===== config.mk =====
export PLATFORM = sky130hd
export DESIGN_NAME = cursor_inactivity_hider_top_flat
export DESIGN_NICKNAME = d
export VERILOG_FILES = /design/src/cih_pkg.sv /design/src/cih_sample_if.sv /design/src/cih_result_if.sv /design/src/cih_in_reg.sv /design/src/cih_update.sv /design/src/cih_out_reg.sv /design/src/cursor_inactivity_hider_top.sv /design/src/flat_wrapper.sv
export SDC_FILE = /design/constraint.sdc
export NUM_CORES = 1
export LEC_CHECK = 0
export BUFFER_PORTS_ARGS = -buffer_cell sky130_fd_sc_hd__buf_2
export CAP_MARGIN = 30
export CORE_ASPECT_RATIO = 1.4
export CORE_MARGIN = 5
export CORE_UTILIZATION = 55
export CTS_BUF_LIST = sky130_fd_sc_hd__clkbuf_8
export DETAILED_ROUTE_END_ITERATION = 6
export GPL_ROUTABILITY_DRIVEN = 1
export GPL_TIMING_DRIVEN = 0
export PLACE_DENSITY = 0.74
export SETUP_SLACK_MARGIN = 0.02
export SLEW_MARGIN = 30
export SYNTH_ARGS = -nofsm -noshare
export SYNTH_HDL_FRONTEND = slang
export SYNTH_SLANG_ARGS = --single-unit

===== constraint.sdc =====
create_clock -name i_clk -period 6.5 [get_ports i_clk]
set_input_delay 0.65 -clock i_clk [delete_from_list [all_inputs] [get_ports i_clk]]
set_output_delay 0.65 -clock i_clk [all_outputs]
set_load 0.02 [all_outputs]

===== src/cih_pkg.sv =====
// ----------------------------------------------------------------------------
// cih_pkg
// Types and constants shared by the cursor inactivity hider.
// ----------------------------------------------------------------------------
`default_nettype none

package cih_pkg;

    localparam int unsigned POS_W   = 16;
    localparam int unsigned TIME_W  = 64;
    localparam int unsigned TOUT_W  = 32;
    localparam int unsigned FRAME_W = 16;
    localparam int unsigned CFG_W   = 32;
    localparam int unsigned IDX_W   = 2;

    // Configuration register indexes
    localparam logic [IDX_W-1:0] CFG_IDX_THRESHOLD = 2'd0;
    localparam logic [IDX_W-1:0] CFG_IDX_TIMEOUT   = 2'd1;
    localparam logic [IDX_W-1:0] CFG_IDX_FALLBACK  = 2'd2;

    // Configuration reset values
    localparam logic [POS_W-1:0]   THRESHOLD_RST = 16'd8;
    localparam logic [TOUT_W-1:0]  TIMEOUT_RST   = 32'd2000000;
    localparam logic [FRAME_W-1:0] FALLBACK_RST  = 16'd120;

    localparam logic [FRAME_W-1:0] FRAME_MAX = '1;

    typedef struct packed {
        logic [POS_W-1:0]  pos_x;
        logic [POS_W-1:0]  pos_y;
        logic              initial_deflection;
        logic              is_pressed;
        logic              clock_valid;
        logic [TIME_W-1:0] time_usec;
    } t_sample;

    typedef struct packed {
        logic [POS_W-1:0] cursor_x;
        logic [POS_W-1:0] cursor_y;
        logic             show_cursor;
    } t_result;

    typedef struct packed {
        logic [POS_W-1:0]   motion_threshold;
        logic [TOUT_W-1:0]  timeout_usec;
        logic [FRAME_W-1:0] fallback_frames;
    } t_cfg;

    // Stage handshake between the sample register and the result register
    typedef struct packed {
        logic valid;
        logic advance;
    } t_stage_ctl;

endpackage

`default_nettype wire


===== src/cih_sample_if.sv =====
// ----------------------------------------------------------------------------
// cih_sample_if
// Valid/ready channel carrying one pointer sample.
// ----------------------------------------------------------------------------
`default_nettype none

interface cih_sample_if;
    logic             valid;
    logic             ready;
    cih_pkg::t_sample data;

    modport source (output valid, output data, input ready);
    modport sink   (input valid, input data, output ready);
endinterface

`default_nettype wire


===== src/cih_result_if.sv =====
// ----------------------------------------------------------------------------
// cih_result_if
// Valid/ready channel carrying one cursor result.
// ----------------------------------------------------------------------------
`default_nettype none

interface cih_result_if;
    logic             valid;
    logic             ready;
    cih_pkg::t_result data;

    modport source (output valid, output data, input ready);
    modport sink   (input valid, input data, output ready);
endinterface

`default_nettype wire


===== src/cih_in_reg.sv =====
// ----------------------------------------------------------------------------
// cih_in_reg
// Sample register: holds one accepted sample until the update stage takes it.
// ----------------------------------------------------------------------------
`default_nettype none

module cih_in_reg (
    input  wire logic             i_clk,
    input  wire logic             i_rst_n,
    input  wire logic             i_valid,
    input  wire cih_pkg::t_sample i_data,
    output logic                  o_ready,
    input  wire logic             i_advance,
    output logic                  o_valid,
    output cih_pkg::t_sample      o_data
);
    import cih_pkg::*;

    logic    r_valid;
    t_sample r_data;

    // Take a new sample when empty or when the held one moves on
    assign o_ready = !r_valid || i_advance;

    always_ff @(posedge i_clk) begin
        if (!i_rst_n) begin
            r_valid <= 1'b0;
        end else if (o_ready) begin
            r_valid <= i_valid;
        end
    end

    // Load payload on transfer
    always_ff @(posedge i_clk) begin
        if (o_ready && i_valid) begin
            r_data <= i_data;
        end
    end

    assign o_valid = r_valid;
    assign o_data  = r_data;

endmodule

`default_nettype wire


===== src/cih_update.sv =====
// ----------------------------------------------------------------------------
// cih_update
// Activity detection and hide timer: state registers and their next values.
// ----------------------------------------------------------------------------
`default_nettype none

module cih_update (
    input  wire logic               i_clk,
    input  wire logic               i_rst_n,
    input  wire cih_pkg::t_stage_ctl i_ctl,
    input  wire cih_pkg::t_sample   i_sample,
    input  wire cih_pkg::t_cfg      i_cfg,
    output cih_pkg::t_result        o_result
);
    import cih_pkg::*;

    logic                r_seen_first, n_seen_first;
    logic [POS_W-1:0]    r_anchor_x, n_anchor_x;
    logic [POS_W-1:0]    r_anchor_y, n_anchor_y;
    logic                r_prev_pressed, n_prev_pressed;
    logic [TIME_W-1:0]   r_stamp, n_stamp;
    logic [FRAME_W-1:0]  r_idle_frames, n_idle_frames;
    logic                r_clock_mode, n_clock_mode;
    logic                r_shown, n_shown;

    logic [POS_W-1:0]    dx;
    logic [POS_W-1:0]    dy;
    logic                moved;
    logic                activity;
    logic [TIME_W:0]     elapsed;
    logic                clock_back;
    logic                timed_out;
    logic [FRAME_W-1:0]  frames_inc;

    // Distance from the anchor on each axis
    assign dx = (i_sample.pos_x >= r_anchor_x) ? i_sample.pos_x - r_anchor_x
                                               : r_anchor_x - i_sample.pos_x;
    assign dy = (i_sample.pos_y >= r_anchor_y) ? i_sample.pos_y - r_anchor_y
                                               : r_anchor_y - i_sample.pos_y;

    assign moved = (dx >= i_cfg.motion_threshold) || (dy >= i_cfg.motion_threshold) ||
                   (i_sample.is_pressed && !r_prev_pressed);

    assign activity = r_seen_first ? moved
                                   : (i_sample.initial_deflection || i_sample.is_pressed);

    // Elapsed time; the borrow flags a clock that ran backwards
    assign elapsed    = {1'b0, i_sample.time_usec} - {1'b0, r_stamp};
    assign clock_back = elapsed[TIME_W];
    // Any upper bit set means the elapsed time is beyond every timeout
    assign timed_out  = (elapsed[TIME_W-1:TOUT_W] != '0) ||
                        (elapsed[TOUT_W-1:0] >= i_cfg.timeout_usec);

    // Saturating idle frame count
    assign frames_inc = (r_idle_frames == FRAME_MAX) ? r_idle_frames
                                                     : r_idle_frames + 1'b1;

    always_comb begin
        n_seen_first   = 1'b1;
        n_anchor_x     = r_anchor_x;
        n_anchor_y     = r_anchor_y;
        n_prev_pressed = i_sample.is_pressed;
        n_stamp        = r_stamp;
        n_idle_frames  = r_idle_frames;
        n_clock_mode   = r_clock_mode;
        n_shown        = r_shown;

        if (!r_seen_first || activity) begin
            n_anchor_x = i_sample.pos_x;
            n_anchor_y = i_sample.pos_y;
        end

        priority if (activity) begin
            n_stamp       = i_sample.time_usec;
            n_idle_frames = '0;
            n_clock_mode  = i_sample.clock_valid;
            n_shown       = 1'b1;
        end else if (r_shown) begin
            if (i_sample.clock_valid) begin
                // Restart the wait on mode entry or a backwards clock
                if (!r_clock_mode || clock_back) begin
                    n_stamp       = i_sample.time_usec;
                    n_idle_frames = '0;
                    n_clock_mode  = 1'b1;
                end else if (timed_out) begin
                    n_shown = 1'b0;
                end
            end else begin
                if (r_clock_mode) begin
                    n_idle_frames = '0;
                    n_clock_mode  = 1'b0;
                end else begin
                    n_idle_frames = frames_inc;
                    if (frames_inc >= i_cfg.fallback_frames) begin
                        n_shown = 1'b0;
                    end
                end
            end
        end else begin
            // Hidden and idle: hold the timer state and stay hidden
            n_shown = 1'b0;
        end
    end

    // Commit state when the sample moves to the result register
    always_ff @(posedge i_clk) begin
        if (!i_rst_n) begin
            r_seen_first   <= 1'b0;
            r_anchor_x     <= '0;
            r_anchor_y     <= '0;
            r_prev_pressed <= 1'b0;
            r_stamp        <= '0;
            r_idle_frames  <= '0;
            r_clock_mode   <= 1'b0;
            r_shown        <= 1'b0;
        end else if (i_ctl.valid && i_ctl.advance) begin
            r_seen_first   <= n_seen_first;
            r_anchor_x     <= n_anchor_x;
            r_anchor_y     <= n_anchor_y;
            r_prev_pressed <= n_prev_pressed;
            r_stamp        <= n_stamp;
            r_idle_frames  <= n_idle_frames;
            r_clock_mode   <= n_clock_mode;
            r_shown        <= n_shown;
        end
    end

    assign o_result.cursor_x    = i_sample.pos_x;
    assign o_result.cursor_y    = i_sample.pos_y;
    assign o_result.show_cursor = n_shown;

endmodule

`default_nettype wire


===== src/cih_out_reg.sv =====
// ----------------------------------------------------------------------------
// cih_out_reg
// Result register: holds one finished result until the sink takes it.
// ----------------------------------------------------------------------------
`default_nettype none

module cih_out_reg (
    input  wire logic             i_clk,
    input  wire logic             i_rst_n,
    input  wire logic             i_load,
    input  wire cih_pkg::t_result i_data,
    input  wire logic             i_ready,
    output logic                  o_valid,
    output cih_pkg::t_result      o_data,
    output logic                  o_free
);
    import cih_pkg::*;

    logic    r_valid;
    t_result r_data;

    // Room for a new result when empty or when the held one transfers now
    assign o_free = !r_valid || i_ready;

    always_ff @(posedge i_clk) begin
        if (!i_rst_n) begin
            r_valid <= 1'b0;
        end else if (i_load) begin
            r_valid <= 1'b1;
        end else if (i_ready) begin
            r_valid <= 1'b0;
        end
    end

    always_ff @(posedge i_clk) begin
        if (i_load) begin
            r_data <= i_data;
        end
    end

    assign o_valid = r_valid;
    assign o_data  = r_data;

endmodule

`default_nettype wire


===== src/cursor_inactivity_hider_top.sv =====
// ----------------------------------------------------------------------------
// cursor_inactivity_hider_top
// Shows the pointer cursor on activity and hides it after an idle timeout.
//
//   Channel   Dir  Handshake         Payload
//   i_sample  in   valid/ready       pos_x, pos_y, initial_deflection,
//                                    is_pressed, clock_valid, time_usec
//   o_result  out  valid/ready       cursor_x, cursor_y, show_cursor
//   i_cfg_*   in   write enable      index (2 bits), data (32 bits)
//
// One sample per cycle sustained while the result side is not stalled; a sample
// transfer passes the sample register, one update pass and the result register.
// State updates in the single update pass, so each sample sees the last.
// Reset is synchronous; configuration returns to 8 / 2000000 / 120.
// A stalled result holds in the result register; the sample register keeps
// accepting while the result register has room or is draining.
// ----------------------------------------------------------------------------
`default_nettype none

module cursor_inactivity_hider_top (
    input  wire logic                        i_clk,
    input  wire logic                        i_rst_n,
    cih_sample_if.sink                       i_sample,
    cih_result_if.source                     o_result,
    input  wire logic                        i_cfg_we,
    input  wire logic [cih_pkg::IDX_W-1:0]   i_cfg_idx,
    input  wire logic [cih_pkg::CFG_W-1:0]   i_cfg_data
);
    import cih_pkg::*;

    t_cfg       r_cfg;
    t_stage_ctl stage_ctl;
    t_sample    stage_sample;
    t_result    stage_result;
    logic       stage_valid;
    logic       out_free;

    // Configuration registers; unknown indexes drop the write
    always_ff @(posedge i_clk) begin
        if (!i_rst_n) begin
            r_cfg.motion_threshold <= THRESHOLD_RST;
            r_cfg.timeout_usec     <= TIMEOUT_RST;
            r_cfg.fallback_frames  <= FALLBACK_RST;
        end else if (i_cfg_we) begin
            unique case (i_cfg_idx)
                CFG_IDX_THRESHOLD: r_cfg.motion_threshold <= i_cfg_data[POS_W-1:0];
                CFG_IDX_TIMEOUT:   r_cfg.timeout_usec     <= i_cfg_data[TOUT_W-1:0];
                CFG_IDX_FALLBACK:  r_cfg.fallback_frames  <= i_cfg_data[FRAME_W-1:0];
                default: ;
            endcase
        end
    end

    // Advance the held sample whenever the result register has room
    assign stage_ctl.valid   = stage_valid;
    assign stage_ctl.advance = stage_valid && out_free;

    cih_in_reg u_in_reg (
        .i_clk     (i_clk),
        .i_rst_n   (i_rst_n),
        .i_valid   (i_sample.valid),
        .i_data    (i_sample.data),
        .o_ready   (i_sample.ready),
        .i_advance (stage_ctl.advance),
        .o_valid   (stage_valid),
        .o_data    (stage_sample)
    );

    cih_update u_update (
        .i_clk    (i_clk),
        .i_rst_n  (i_rst_n),
        .i_ctl    (stage_ctl),
        .i_sample (stage_sample),
        .i_cfg    (r_cfg),
        .o_result (stage_result)
    );

    cih_out_reg u_out_reg (
        .i_clk   (i_clk),
        .i_rst_n (i_rst_n),
        .i_load  (stage_ctl.advance),
        .i_data  (stage_result),
        .i_ready (o_result.ready),
        .o_valid (o_result.valid),
        .o_data  (o_result.data),
        .o_free  (out_free)
    );

endmodule

`default_nettype wire


===== src/flat_wrapper.sv =====
// flat-port wrapper written by rule: the top's interface ports become plain ports
module cursor_inactivity_hider_top_flat import cih_pkg::*;
  (i_clk, i_rst_n, i_cfg_we, i_cfg_idx, i_cfg_data, i_sample_valid, i_sample_data, i_sample_ready, o_result_valid, o_result_data, o_result_ready);
  cih_sample_if i_sample_i ();
  cih_result_if o_result_i ();
  input  wire logic i_clk;
  input  wire logic i_rst_n;
  input  wire logic i_cfg_we;
  input  wire logic [cih_pkg::IDX_W-1:0] i_cfg_idx;
  input  wire logic [cih_pkg::CFG_W-1:0] i_cfg_data;
  input wire logic [$bits(i_sample_i.valid)-1:0] i_sample_valid;
  input wire logic [$bits(i_sample_i.data)-1:0] i_sample_data;
  output wire logic [$bits(i_sample_i.ready)-1:0] i_sample_ready;
  output wire logic [$bits(o_result_i.valid)-1:0] o_result_valid;
  output wire logic [$bits(o_result_i.data)-1:0] o_result_data;
  input wire logic [$bits(o_result_i.ready)-1:0] o_result_ready;
  assign i_sample_i.valid = i_sample_valid;
  assign i_sample_i.data = i_sample_data;
  assign i_sample_ready = i_sample_i.ready;
  assign o_result_valid = o_result_i.valid;
  assign o_result_data = o_result_i.data;
  assign o_result_i.ready = o_result_ready;
  cursor_inactivity_hider_top u_core (.i_clk(i_clk), .i_rst_n(i_rst_n), .i_sample(i_sample_i), .o_result(o_result_i), .i_cfg_we(i_cfg_we), .i_cfg_idx(i_cfg_idx), .i_cfg_data(i_cfg_data));
endmodule

### After elaboration in Yosys (flattened, before gate mapping)

Index checks and enable logic that the tools add are counted.

| word-level totals | value |
|---|---|
| bits in registers | 314 |
| output and inout bits | 35 |
| word-level logic and storage cells | 93 |

| operators by class | value |
|---|---|
| multiplexer cells | 26 |
| add/subtract/negate cells | 6 |
| reductions and logical operators | 29 |
| magnitude comparators | 6 |
| equality and inequality tests | 4 |

Operator list:

| cell | number |
|---|---|
| two-way mux 64 bit | 4 |
| two-way mux 16 bit | 8 |
| >= comparator 16 bit | 5 |
| subtractor 64 x 64 -> 65 bit | 1 |
| subtractor 16 bit | 4 |
| >= comparator 32 bit | 1 |
| nonzero test 32 bit | 1 |
| adder 16 x 1 -> 16 bit (second input constant) | 1 |
| == test 16 bit (second input constant) | 1 |
| two-way mux 1 bit | 14 |
| logical OR 1 bit | 8 |
| AND reduction 2 bit | 4 |
| nonzero test 2 bit | 4 |
| logical NOT 1 bit | 5 |
| logical AND 1 bit | 4 |
| AND reduction 4 bit | 1 |
| inequality test 3 bit (second input constant) | 1 |
| AND reduction 3 bit | 1 |
| == test 2 x 1 -> 1 bit (second input constant) | 1 |
| == test 2 bit (second input constant) | 1 |
| logical NOT 2 bit | 1 |

### Depth between registers and ports, before layout

| logic depth | value |
|---|---|
| depth after elaboration | 8 |
| gate-level depth with buffers | 30 |
| mapped depth without buffers | 28 |

### Hierarchy

A second synthesis with hierarchy kept.

| unflattened totals | value |
|---|---|
| cell total of the unflattened synthesis | 2500 |
| area, all modules | 21753.4 sq um |

Modules (own cells, without submodules):

| module | times used | sequential area each (sq um) | area each (sq um) | cells an instance |
|---|---|---|---|---|
| cih_update | 1 | 2322.2 | 15157.0 | 2103 |
| cih_in_reg | 1 | 2992.9 | 3030.4 | 104 |
| cursor_inactivity_hider_top | 1 | 1281.2 | 2526.2 | 256 |
| cih_out_reg | 1 | 1011.0 | 1039.7 | 37 |

### Worst setup path after synthesis

No wires, ideal clock.

| timing path | value |
|---|---|
| path kind | register -> register |
| start point | register u_core.u_in_reg.r_data, in the netlist u_core.u_in_reg.o_data[67] |
| end point | register u_core.u_update.r_stamp[10] |
| setup time | 128 ps |
| path slack | 897 ps |
| stages on the path, launching flop included | 29 |
| period minus slack after synthesis | 5603 ps |
| arrival | 5476 ps |
| path buffers | 4 |
| path through | edfxtp_1 -> inv_1 -> ha_1 -> inv_1 -> fa_1 -> a21o_1 -> a21oi_1 -> nor2_1 -> o21a_1 -> o41ai_1 -> o21ai_0 -> nor4_1 -> o211ai_1 -> nand2_2 -> buf_2 -> mux2_2 -> ha_1 -> a21o_1 -> a21oi_1 -> o21ai_1 -> a31o_2 -> a221oi_1 -> a21o_1 -> clkbuf_1 -> a311oi_2 -> buf_6 -> buf_12 -> mux2i_1 -> nor2_1 |

| between the ends | value |
|---|---|
| cells in the longest elaborated chain, start to end | 8 |

Ends and longest elaborated chain:

| element | line | text |
|---|---|---|
| start, declared | cih_in_reg.sv:20 | `t_sample r_data;` |
| start signal, assigned | cih_in_reg.sv:36 | `r_data <= i_data;` |
| subtractor 16 bit (tied with other cells) | cih_update.sv:39 | `: r_anchor_y - i_sample.pos_y;` |
| two-way mux 16 bit (*) | cih_update.sv:38 | `assign dy = (i_sample.pos_y >= r_anchor_y) ? i_sample.pos_y - r_anchor_y` |
| >= comparator 16 bit (*) | cih_update.sv:41 | `assign moved = (dx >= i_cfg.motion_threshold) \|\| (dy >= i_cfg.motion_threshold) \|\|` |
| logical OR 1 bit (*) (2 in a row) | cih_update.sv:41 |  |
| two-way mux 1 bit (*) | cih_update.sv:44 | `assign activity = r_seen_first ? moved` |
| nonzero test 2 bit (no source line) | -- |  |
| AND reduction 4 bit (no source line) | -- |  |
| end signal, assigned | cih_update.sv:121 | `r_stamp <= n_stamp;` |
| end, declared | cih_update.sv:21 | `logic [TIME_W-1:0] r_stamp, n_stamp;` |

Every way passes the cells marked *; elsewhere a longest branch is shown, timed or not.
A chain may end at the register's enable or synchronous reset.

### Worst setup path in the final report

| timing path | value |
|---|---|
| start point | register u_core.u_in_reg.r_data, in the netlist u_core.u_in_reg.o_data[67] |
| end point | register u_core.u_update.r_stamp[43] |

The elaborated chain is that of the path after synthesis.

==> impl_metrics.tcl <==
set metrics [dict create \
    yosys.area_share.xor_xnor_pct 3.67 \
    dieArea_sq_mm 0.0404 \
    post-dp-hpwl_microns 41500 \
    ir_drop_v 0.000192 \
    hold_viol 0 \
    synth_compound_area_share_pct 18.4 \
    rows 82 \
    slew_violations 0 \
    clk_latency_ns 0.63 \
    p_leak_uw 0.00925 \
    drt-pass1-iter-count 5 \
    async_flop_share_pct 0 \
    final_cell_area_sq_mm 0.0226 \
    pin_count 173 \
    dpl_cell_area_sq_mm 0.0216 \
    setup_viol 0 \
    syn_inst 2283 \
    grt-ovfl-total 0 \
    grt_pass1_wl_microns 83900 \
    crit_start "u_core.u_in_reg.o_data[67]$_DFFE_PP_" \
    ys.warnings.count 0 \
    die_w_microns 171 \
    ant_nets 0 \
    synth_edf_count 132 \
    cpMostUsedCell "a21o_1" \
    worstPathArrival_ns 6.50 \
    syn_area_sq_mm 0.0200 \
    reg2reg_depth 29 \
    drive_gt1_share_pct 13.1 \
    initial_core_util_pct 55.8 \
    critPathRequiredTime_ns 6.96 \
    antenna_found_initial 5 \
    cp_max_fo 10 \
    routed_wirelength_microns 52800 \
    yosysTopAreaCellShare_pct 19.8 \
    die_h_microns 236 \
    finalWeightedCongestion 0.920 \
    path_clk_slew_ns 0.06 \
    syn_to_final_growth_pct 12.9 \
    crit_type "reg -> reg" \
    cp-end-kind "register" \
    grt_use_total_pct 25.5 \
    maxCapViolations 0 \
    synth_cell_types 87 \
    first_global_vias 17233 \
    min_path_cells 1 \
    synth_nets 2633 \
    reg2reg_to "u_core.u_update.r_stamp[43]$_SDFFE_PN0P_" \
    final_cell_mix "a21oi_1, inv_1, nand2_1" \
    root_buffer "clkbuf_8" \
    min_period_ns 6.04 \
    synth_top_family_by_area "compound AO/OA/AOI/OAI gates" \
    max_stage_delay_ns 0.43 \
    io_buffers 171 \
    cts-htree-levels 2 \
    startpoint_type "register" \
    final_common_cell "a21oi_1" \
    cts_tree "yes" \
    cp_slowest_cell "edfxtp_1" \
    crit_end "u_core.u_update.r_stamp[43]$_SDFFE_PN0P_" \
    synth_seq_cells 314 \
    status "finished, final reports clean" \
    p_total_uw 5210 \
    max_freq_mhz 166 \
    core_area_sq_mm 0.0359 \
    yosysTopAreaCell "edfxtp_1" \
    num_vias 17165 \
    tightest_slew_ns 1.04 \
    r2r-start "u_core.u_in_reg.o_data[67]$_DFFE_PP_" \
    dr.first_iter.drc_count 835 \
    fin_crit_sh_pct 92.8 \
    synthSimpleGateAreaFrac_pct 14.6 \
    min_path_type "in -> reg" \
    clock_sinks 314 \
    ys_top_cells_by_area "edfxtp_1, dfxtp_1, ha_1" \
    powerDensity_mw_per_mm2 230 \
    synth_flop_cell "dfxtp_1" \
    muxShareOfSynthArea_pct 5.07 \
    routed_via_density 5.69 \
    grt_max_degree 54 \
    cts_buffer_depth 3 \
    regToRegSetupSlack_ns 0.46 \
    yosysSeqAreaShare_pct 38.0 \
    post_drt_wl_per_cell_microns 17.5 \
    fin_tns_setup_ns 0 \
    clock_skew_ns 0.0366 \
    syn_area_per_cell_sq_um 8.78 \
    yosys.area_share.adder_pct 13.4 \
    nets 2862 \
    cts_made_buffers 48 \
    relSlewSlack_pct 30.5 \
    drcViolationCount 0 \
]
==> registers in the layout (all words and copies together), names as in the netlist <==
register	flops
u_core.u_update.r_prev_pressed	1
u_core.u_update.r_seen_first	1
u_core.u_update.r_stamp	64
u_core.u_in_reg.o_data	99
u_core.u_update.r_clock_mode	1
u_core.u_update.r_anchor_x	16
u_core.u_in_reg.o_valid	1
u_core.u_out_reg.o_data	33
u_core.u_update.r_idle_frames	16
u_core.r_cfg	64
u_core.u_update.r_shown	1
u_core.u_update.r_anchor_y	16
u_core.u_out_reg.o_valid	1
==> where the power goes <==
group	internal [uW]	leakage [uW]	total (uW)	switching [uW]
Sequential	2160	0.00276	2210	56.6
Combinational	550	0.00595	1360	813
Clock	831	0.000546	1630	796
==> timing repair <==
| action | in CTS | in global routing |
|---|---|---|
| hold buffers | 0 | 0 |
| buffers inserted | 3 | 4 |
| pin swaps | 1 | 2 |
| gates resized for setup | 4 | 12 |
| setup endpoints to repair | 112 | 113 |
==> area by class of cell <==
class,count,area (sq um)
clock buffer,56,771
timing repair buffer,181,983
antenna,5,12.5
sequential,314,7610
multi-input combinational,1645,11100
fill,3187,13300
clock inverter,34,181
buffer,95,517
tap,462,578
inverter,227,853
==> logic make-up after synthesis <==
| logic type | after synthesis |
|---|---|
| AOI/OAI and AO/OA | 594 |
| xor gates and xnor gates | 84 |
| adders and majority gates | 212 |
| buffers and inverters | 324 |
| DFF | 314 |
| muxes | 101 |
| and+or+nand+nor | 654 |
==> worst min path at each step <==
stage,start,slack [ns],to
finish,i_sample_data[96],0.20,u_core.u_in_reg.o_data[96]$_DFFE_PP_
global placement,u_core.r_cfg[38]$_SDFFE_PN0P_,0.45,u_core.r_cfg[38]$_SDFFE_PN0P_
detailed placement,u_core.r_cfg[53]$_SDFFE_PN0P_,0.45,u_core.r_cfg[53]$_SDFFE_PN0P_
floorplan,u_core.r_cfg[10]$_SDFFE_PN0P_,0.44,u_core.r_cfg[10]$_SDFFE_PN0P_
global route,i_sample_data[96],0.18,u_core.u_in_reg.o_data[96]$_DFFE_PP_
CTS,i_sample_data[96],0.17,u_core.u_in_reg.o_data[96]$_DFFE_PP_
==> metrics by stage <==
| step | setup WS [ns] | utilization, % | instances | hold WS [ns] |
|---|---|---|---|---|
| after detailed placement | -0.384 | 60.0 | 2919 | 0.450 |
| after global placement | -0.416 | 59.8 | 2916 | 0.446 |
| after CTS | 0.0221 | 62.8 | 3012 | 0.168 |
| after global routing | -0.0205 | 63.0 | 3019 | 0.181 |
| final | 0.465 | 63.0 | 3019 | 0.205 |
| after floorplan | 0.897 | - | 2283 | 0.436 |
==> cells in the mapped netlist, drive strengths merged, types with 10 or more instances <==
| cell | instances |
|---|---|
| clkbuf | 61 |
| buf | 36 |
| nand4 | 44 |
| inv | 223 |
| nand3 | 33 |
| and3 | 14 |
| o21bai | 29 |
| a21o | 48 |
| o21a | 18 |
| a211oi | 11 |
| nor3 | 33 |
| a221oi | 10 |
| nor2b | 21 |
| nand2b | 13 |
| o211ai | 29 |
| a21oi | 269 |
| dfxtp | 182 |
| o21ai | 98 |
| ha | 207 |
| nand2 | 232 |
| nor4 | 11 |
| a31oi | 18 |
| edfxtp | 132 |
| xor2 | 35 |
| xnor2 | 49 |
| nor2 | 221 |
| mux2i | 96 |
==> critical path: cells and delay by family (launching register included) <==
kind	cells	cell delay (ns)
xor+xnor	1	0.29
flops	1	0.43
buf+inv	5	0.76
compound gates	14	2.58
simple gates	4	0.56
mux	2	0.43
fa+ha+maj	3	0.84
==> per-layer routing <==
metal  share of wire, %  wire length (microns)  up-vias  GRT usage, %
met5                  0                      0        -             0
met3                4.2                   2230      164          3.18
li1                   -                      -     8508             -
met2                 51                  27200      452          46.9
met4                5.9                   3130        0          14.0
met1                 38                  20300     8041          27.8
Power figures use the tool's default switching activity.
